File: src/hdl/fuzzy_scanline_matcher_macros.svh
// ----------------------------------------------------------------------------
// Assertion macros shared by the scan line matcher.
// ----------------------------------------------------------------------------
`ifndef FUZZY_SCANLINE_MATCHER_MACROS_SVH
`define FUZZY_SCANLINE_MATCHER_MACROS_SVH

// Same-cycle implication, checked at every rising clock edge outside reset.
`define FSLM_ASSERT_NOW(label, ante, cons, msg) \
  label: assert property (@(posedge clk) disable iff (rst) (ante) |-> (cons)) \
    else $error(msg);

// Next-cycle implication, checked at every rising clock edge outside reset.
`define FSLM_ASSERT_NEXT(label, ante, cons, msg) \
  label: assert property (@(posedge clk) disable iff (rst) (ante) |=> (cons)) \
    else $error(msg);

`endif

File: src/hdl/fslm_pkg.sv
// ----------------------------------------------------------------------------
// fslm_pkg
// Types and fixed constants of the fuzzy scan line matcher.
// ----------------------------------------------------------------------------
`timescale 1ns / 1ps

package fslm_pkg;

  // Field widths.
  localparam int PIXEL_W = 32;
  localparam int CNT_W   = 11;
  localparam int RUN_W   = 12;
  localparam int PHASE_W = 3;

  // One sample every SAMPLE_STEP pixels, starting with the first.
  localparam int SAMPLE_STEP = 6;
  localparam logic [PHASE_W-1:0] LAST_PHASE = PHASE_W'(SAMPLE_STEP - 1);

  // A sample mismatches when |dR|+|dG|+|dB| exceeds this.
  localparam logic [9:0] DIFF_LIMIT = 10'd25;

  // Allowance is floor(samples / ALLOW_DIV) mismatches.
  localparam int ALLOW_DIV = 10;

  // Largest values the counters may hold.
  localparam int CNT_LIMIT = 2047;
  localparam int RUN_LIMIT = 4095;

  // Per-pixel flags captured at the input register.
  typedef struct packed {
    logic pix_eq;
    logic diff_over;
    logic last;
    logic restart;
  } pix_flags_t;

endpackage

File: src/hdl/fuzzy_scanline_matcher.sv
// ----------------------------------------------------------------------------
// fuzzy_scanline_matcher
// Exact and sampled fuzzy comparison of two scan lines, with a run counter.
// ----------------------------------------------------------------------------
// The block takes one pixel pair per clock cycle while in_stall is low, and
// gives one result word per line, registered when the word with the line's
// last pixel leaves the input register. The rate is set by the line
// accumulator stage, which folds one pixel pair into the running counters
// each cycle unless a line-end word is held. A pending result that is stalled
// holds back only the next line-end word; pixel words keep flowing meanwhile.
`timescale 1ns / 1ps
`include "fuzzy_scanline_matcher_macros.svh"

module fuzzy_scanline_matcher #(
  parameter int MAX_LINE_PIXELS = 8192,
  parameter int RUN_MAX         = 4095
) (
  input  logic                            clk,
  input  logic                            rst,
  // Input channel
  input  logic                            in_valid,
  output logic                            in_stall,
  input  logic [fslm_pkg::PIXEL_W-1:0]    pixel_a,
  input  logic [fslm_pkg::PIXEL_W-1:0]    pixel_b,
  input  logic                            last_pixel,
  input  logic                            first_of_run,
  // Output channel
  output logic                            out_valid,
  input  logic                            out_stall,
  output logic                            line_match,
  output logic                            exact_match,
  output logic [fslm_pkg::CNT_W-1:0]      mismatch_count,
  output logic [fslm_pkg::RUN_W-1:0]      run_length
);

  localparam int CntRaw = (MAX_LINE_PIXELS + fslm_pkg::SAMPLE_STEP - 1) /
                          fslm_pkg::SAMPLE_STEP;
  localparam int CntCapI = (CntRaw > fslm_pkg::CNT_LIMIT) ? fslm_pkg::CNT_LIMIT : CntRaw;
  localparam int RunCapI = (RUN_MAX > fslm_pkg::RUN_LIMIT) ? fslm_pkg::RUN_LIMIT : RUN_MAX;
  localparam logic [fslm_pkg::CNT_W-1:0] CNT_CAP = fslm_pkg::CNT_W'(CntCapI);
  localparam logic [fslm_pkg::RUN_W-1:0] RUN_CAP = fslm_pkg::RUN_W'(RunCapI);
  localparam int ProdW = fslm_pkg::CNT_W + 4;

  // Input register and handshake.
  logic                    s1_valid;
  fslm_pkg::pix_flags_t    s1;
  fslm_pkg::pix_flags_t    s1_next;
  logic                    out_free;
  logic                    s1_consume;
  logic                    in_take;

  // Line and run state.
  logic                          exact_so_far;
  logic [fslm_pkg::PHASE_W-1:0]  sample_phase;
  logic [fslm_pkg::CNT_W-1:0]    sample_total;
  logic [fslm_pkg::CNT_W-1:0]    mismatch_total;
  logic [fslm_pkg::RUN_W-1:0]    run_count;
  logic                          run_broken;

  // Combinational update values.
  logic [7:0]                    d_r;
  logic [7:0]                    d_g;
  logic [7:0]                    d_b;
  logic [9:0]                    d_sum;
  logic                          is_sample;
  logic                          exact_next;
  logic [fslm_pkg::CNT_W-1:0]    sample_next;
  logic [fslm_pkg::CNT_W-1:0]    mismatch_next;
  logic [ProdW-1:0]              mis_x10;
  logic                          match_now;
  logic [fslm_pkg::RUN_W-1:0]    run_base;
  logic                          broken_base;
  logic [fslm_pkg::RUN_W-1:0]    run_count_next;
  logic                          run_broken_next;

  // Handshake: pixel words always drain, line-end words need a free result slot.
  assign out_free   = !out_valid || !out_stall;
  assign s1_consume = s1_valid && (!s1.last || out_free);
  assign in_stall   = s1_valid && !s1_consume;
  assign in_take    = in_valid && !in_stall;

  // Per-channel absolute differences of R, G and B, alpha ignored.
  always_comb begin
    d_r = (pixel_a[23:16] >= pixel_b[23:16]) ? pixel_a[23:16] - pixel_b[23:16]
                                             : pixel_b[23:16] - pixel_a[23:16];
    d_g = (pixel_a[15:8] >= pixel_b[15:8]) ? pixel_a[15:8] - pixel_b[15:8]
                                           : pixel_b[15:8] - pixel_a[15:8];
    d_b = (pixel_a[7:0] >= pixel_b[7:0]) ? pixel_a[7:0] - pixel_b[7:0]
                                         : pixel_b[7:0] - pixel_a[7:0];
    d_sum = {2'b00, d_r} + {2'b00, d_g} + {2'b00, d_b};
    s1_next.pix_eq    = (pixel_a == pixel_b);
    s1_next.diff_over = (d_sum > fslm_pkg::DIFF_LIMIT);
    s1_next.last      = last_pixel;
    s1_next.restart   = first_of_run;
  end

  // Fold the registered pixel flags into the line counters.
  always_comb begin
    is_sample     = (sample_phase == '0);
    exact_next    = exact_so_far && s1.pix_eq;
    sample_next   = sample_total;
    mismatch_next = mismatch_total;
    if (is_sample && (sample_total < CNT_CAP)) begin
      sample_next = sample_total + 1'b1;
    end
    if (is_sample && s1.diff_over && (mismatch_total < CNT_CAP)) begin
      mismatch_next = mismatch_total + 1'b1;
    end
    // mismatches <= floor(samples/10) is the same as 10*mismatches <= samples.
    mis_x10   = ({4'b0000, mismatch_next} << 3) + ({4'b0000, mismatch_next} << 1);
    match_now = exact_next || (mis_x10 <= {4'b0000, sample_next});
  end

  // Run counter update for a line end.
  always_comb begin
    run_base        = s1.restart ? '0 : run_count;
    broken_base     = s1.restart ? 1'b0 : run_broken;
    run_count_next  = run_base;
    run_broken_next = broken_base;
    if (!broken_base) begin
      if (match_now) begin
        if (run_base < RUN_CAP) begin
          run_count_next = run_base + 1'b1;
        end
      end else begin
        run_broken_next = 1'b1;
      end
    end
  end

  // Input register.
  always_ff @(posedge clk) begin
    if (rst) begin
      s1_valid <= 1'b0;
    end else if (s1_consume || !s1_valid) begin
      s1_valid <= in_take;
    end
    if (in_take) begin
      s1 <= s1_next;
    end
  end

  // Line accumulators and run state.
  always_ff @(posedge clk) begin
    if (rst) begin
      exact_so_far   <= 1'b1;
      sample_phase   <= '0;
      sample_total   <= '0;
      mismatch_total <= '0;
      run_count      <= '0;
      run_broken     <= 1'b0;
    end else if (s1_consume) begin
      if (s1.last) begin
        exact_so_far   <= 1'b1;
        sample_phase   <= '0;
        sample_total   <= '0;
        mismatch_total <= '0;
        run_count      <= run_count_next;
        run_broken     <= run_broken_next;
      end else begin
        exact_so_far   <= exact_next;
        sample_phase   <= (sample_phase == fslm_pkg::LAST_PHASE) ? '0
                                                                : sample_phase + 1'b1;
        sample_total   <= sample_next;
        mismatch_total <= mismatch_next;
      end
    end
  end

  // Result register.
  always_ff @(posedge clk) begin
    if (rst) begin
      out_valid <= 1'b0;
    end else if (s1_consume && s1.last) begin
      out_valid <= 1'b1;
    end else if (!out_stall) begin
      out_valid <= 1'b0;
    end
    if (s1_consume && s1.last) begin
      line_match     <= match_now;
      exact_match    <= exact_next;
      mismatch_count <= mismatch_next;
      run_length     <= run_count_next;
    end
  end

  // Checks on the internal state.
  `FSLM_ASSERT_NOW(a_phase_range, 1'b1, sample_phase <= fslm_pkg::LAST_PHASE, "sample phase out of range")
  `FSLM_ASSERT_NOW(a_mis_le_samples, 1'b1, mismatch_total <= sample_total, "more mismatches than samples")
  `FSLM_ASSERT_NOW(a_fail_breaks_run, out_valid && !line_match, run_broken, "failed line left run open")
  `FSLM_ASSERT_NEXT(a_line_end_held, s1_valid && s1.last && out_valid && out_stall, s1_valid, "line end word lost")
  `FSLM_ASSERT_NOW(a_exact_matches, out_valid && exact_match, line_match, "exact line reported as failing")

endmodule

File: config.mk
export PLATFORM = sky130hd
export DESIGN_NAME = fuzzy_scanline_matcher
export DESIGN_NICKNAME = d
export VERILOG_FILES = /design/src/hdl/fslm_pkg.sv /design/src/hdl/fuzzy_scanline_matcher.sv
export VERILOG_INCLUDE_DIRS = /design/src /design/src/hdl
export SDC_FILE = /design/constraint.sdc
export NUM_CORES = 1
export LEC_CHECK = 0
export ABC_CLOCK_PERIOD_IN_PS = 6890
export BUFFER_PORTS_ARGS = -buffer_cell sky130_fd_sc_hd__buf_2
export CORE_MARGIN = 3
export CORE_UTILIZATION = 55
export DETAILED_ROUTE_END_ITERATION = 7
export GPL_TIMING_DRIVEN = 0
export PLACE_DENSITY = 0.74
export SYNTH_ARGS = -nofsm -noshare
export SYNTH_HDL_FRONTEND = slang
export SYNTH_SLANG_ARGS = --single-unit
File: constraint.sdc
create_clock -name clk -period 6.89 [get_ports clk]
set_input_delay 1.378 -clock clk [delete_from_list [all_inputs] [get_ports clk]]
set_output_delay 1.378 -clock clk [all_outputs]
set_load 0.01 [all_outputs]
==> results.md <==
* HP Start: run_count[1]
* Post-Layout Inst Area at 8090 um^2
* Status: completed
* Largest net degree at the start of global routing at 31
* Detailed placer's ending HPWL at approximately 13 mm
* Post-Syn Instances at approximately 860
* TritonCTS Buffers at 9
* Clock H-tree levels at 3
* Area of the die at roughly 14000 um^2
* Synth top area share at 0.131
* Leak Pwr at 3.62 nW
* Top-count cell post-synth: inv_1
* Critical Path RT at about 7.0 ns
* Skew final at 0.00406 ns
* Crit path DAT at 6.57 ns
* Footprint of the multi-input gates at approximately 4800 um^2
* Nature of the critical path endpoint: flip-flop
* WL final at roughly 16 mm
* Antenna cells at 0
* Power per cell area at 186 nW/um^2
* NumNets Final at 1121
* Clk_lat worst skew at 0.34 ns
* Gr usage total at 0.232
* Avg WL per Cell at 14.4 um
* Die H at 119 um
* Period utilization at 0.942
* Max_cap viols at 0
* Post-synth top flop: dfxtp_1
* DRT antenna net count at 0
* Core area at 12200 um^2
* Die Span X at 119 um
* I/O pin count at 97
* Critical R2R Capture: run_length[9]
* Top cell type by total area after synthesis: ha_1
* DP Area at 7650 um^2
* CP max FO at 10
* Max Root-Sink Buffers at 2
* Sequential cell area at 1690 um^2
* Root buf cell: clkbuf_16
* Row count at 40
* Fraction of layout cells with a size suffix above 1 at 0.157
* Gpl congestion at approximately 0.9
* HP Class: reg -> reg
* Reg clk slew, reported paths at 0.06 ns
* Final setup viols at 0
* Number of buffers added on ports at 96
* Min-Delay Endpoint: run_count[1]
* Peak supply drop at 0.148 mV
* DR iter-0 viols at 473
* Vias at 6377
* Post-synth EDFFs at 29
* Synth area leaders: ha_1 13%, edfxtp_1 13%, dfxtp_1 12%
* Vias in the first global route at between 6000 and 7000
* Initial antenna violation count at 0
* FF-to-FF path depth at 26
* First-pass GRT wire length at 27.5 mm
* Mapped cell area at 6960 um^2
* CP Launch Type: flip-flop
* GRT Residual Overflow at 0
* CTS Sinks at 70
* Synth unique cells at 69
* Relative slew slack at 0.250
* Sequential share of the synthesized area at 0.243
* Least-Margin Pin Slew at around 1.1 ns
* Top cells by count, synth: 102 x inv_1, 86 x nor2_1, 73 x ha_1, 55 x nand2_1, 49 x a21oi_1
* Routed vias/inst at around 5.6
* R2R Path Start: sample_phase[2]
* Min Hold Slack at 0.494 ns
* Synth warn at 0
* Router iterations before antenna repair at 5
* CTS tree: built
* Drt drc at 0
* Net Count, Synth at 1014
* Starting Density at 0.570
* RSZ-0062 raised after global routing: false
* Fillers at 1108
* Share of flip-flops with an asynchronous set or reset after synthesis at 0
* Final hold vios at 0
* Mapped Avg Cell Area at 8.14 um^2
* Hold depth at 2
* Hold Buf Count CTS at 0
* Final number of max-transition violations at 0
* R2R setup slack at a little under 0.4 ns
* Tmin final at between 6 and 7 ns
* Synth-to-layout area growth at 16.2%
* Setup Crit Path Kind: reg -> reg
* #FFs+latches synth at 70
* Fmax at 0.154 GHz
layer usage:
| layer | wire length (um) | vias up | global-route usage |
|---|---|---|---|
| met5 | 0 | - | 0 |
| li1 | - | 3230 | - |
| met2 | 7850 | 181 | 0.394 |
| met1 | 7490 | 2942 | 0.299 |
| met4 | 282 | 0 | 0.0753 |
| met3 | 781 | 24 | 0.0411 |
flip-flops by register name (all words and copies together) (netlist names):
register        flops
mismatch_total     11
sample_phase        3
run_length         12
run_broken          1
sample_total       11
line_match          1
exact_so_far        1
s1_valid            1
out_valid           1
mismatch_count     11
exact_match         1
s1                  4
run_count          12
power breakdown:
group | internal (W) | switching [W] | total [W]
Clock | 0.000355 | 0.000182 | 0.000536
Sequential | 0.000441 | 0.00000484 | 0.000446
Combinational | 0.000231 | 0.000292 | 0.000522
per-stage QoR:
stage,setup TNS [ns],cells,setup slack [ns],utilization,total power [W]
detailed placement,-0.855,1119,-0.155,0.627,0.000973
floorplan,0,855,0.892,-,0.000852
global placement,-0.540,1119,-0.109,0.627,0.000964
CTS,0,1135,0.0232,0.656,0.00151
finish,0,1135,0.397,0.663,0.00150
global route,0,1135,0.0134,0.663,0.00161
area by class of cell:
cell class	count	area share
multi-input combinational	649	0.596
sequential	70	0.209
timing repair buffer	97	0.0603
inverter	103	0.0484
clock buffer	9	0.0278
tap	168	0.0260
buffer	32	0.0176
clock inverter	7	0.0148
worst max-delay path by stage:
stage,start,endpoint,slack [ns],cells after the start
finish,sample_phase[2],run_length[9],0.40,26
global route,sample_phase[2],run_length[9],0.01,27
CTS,sample_phase[0],run_length[9],0.02,28
detailed placement,sample_phase[0],run_length[9],-0.16,27
global placement,sample_phase[0],run_length[5],-0.11,27
floorplan,sample_phase[2],run_length[5],0.89,27
worst max-delay path, cell delays in order (launching register included):
cell and delay (ns):
dfxtp_1 0.35, or4b_4 0.62, a211o_4 0.38, nor3_1 0.46, xnor2_1 0.26, ha_4 0.36
inv_2 0.06, o22ai_2 0.25, nand3_1 0.14, o31ai_2 0.36, a2111oi_4 0.11, nand2b_1 0.16
a21oi_1 0.19, a31oi_2 0.13, xnor2_2 0.17, ha_1 0.34, and3_1 0.17, a21boi_0 0.14
a211oi_2 0.23, a2bb2oi_1 0.21, o311ai_0 0.16, o31a_1 0.33, buf_6 0.15, clkinv_4 0.08
buf_6 0.14, nand3_1 0.10, xnor2_1 0.17
cell families (layout without fill, tap and decap cells):
kind of cell,after synthesis,after routing,share of synthesized area
adder cells (fa/ha/maj),89,89,0.177
AND/OR/NAND/NOR,273,273,0.192
multiplexers,28,28,0.0424
XOR/XNOR,60,60,0.0755
AO/OA/AOI/OAI,199,199,0.192
buffers and inverters,136,248,0.0773
flip-flops,70,70,0.243
cells in the final DEF, fill, tap and decap left out, types with 13 or more instances in the layout:
master | synthesis | layout
edfxtp_1 | 29 | 29
and3_1 | 13 | 13
fa_1 | 16 | 16
nand4_1 | 19 | 19
buf_2 | 0 | 96
a21oi_1 | 49 | 49
mux2i_1 | 16 | 16
clkbuf_1 | 28 | 27
o21ai_0 | 40 | 40
dfxtp_1 | 41 | 41
a21o_1 | 13 | 13
nor2b_1 | 14 | 14
nor2_1 | 86 | 85
xnor2_1 | 35 | 33
nand2_1 | 55 | 55
xor2_1 | 25 | 25
inv_1 | 102 | 101
ha_1 | 73 | 72
nand3_1 | 32 | 32
what timing repair did:
item | in CTS | in global routing
pin swaps | 1 | 2
setup endpoints to repair | 22 | 26
gates resized for setup | 2 | 14
setup buffers | 0 | 1
endpoints found under the hold margin | 0 | 0
Note: power is estimated with default switching activity, not from simulation.
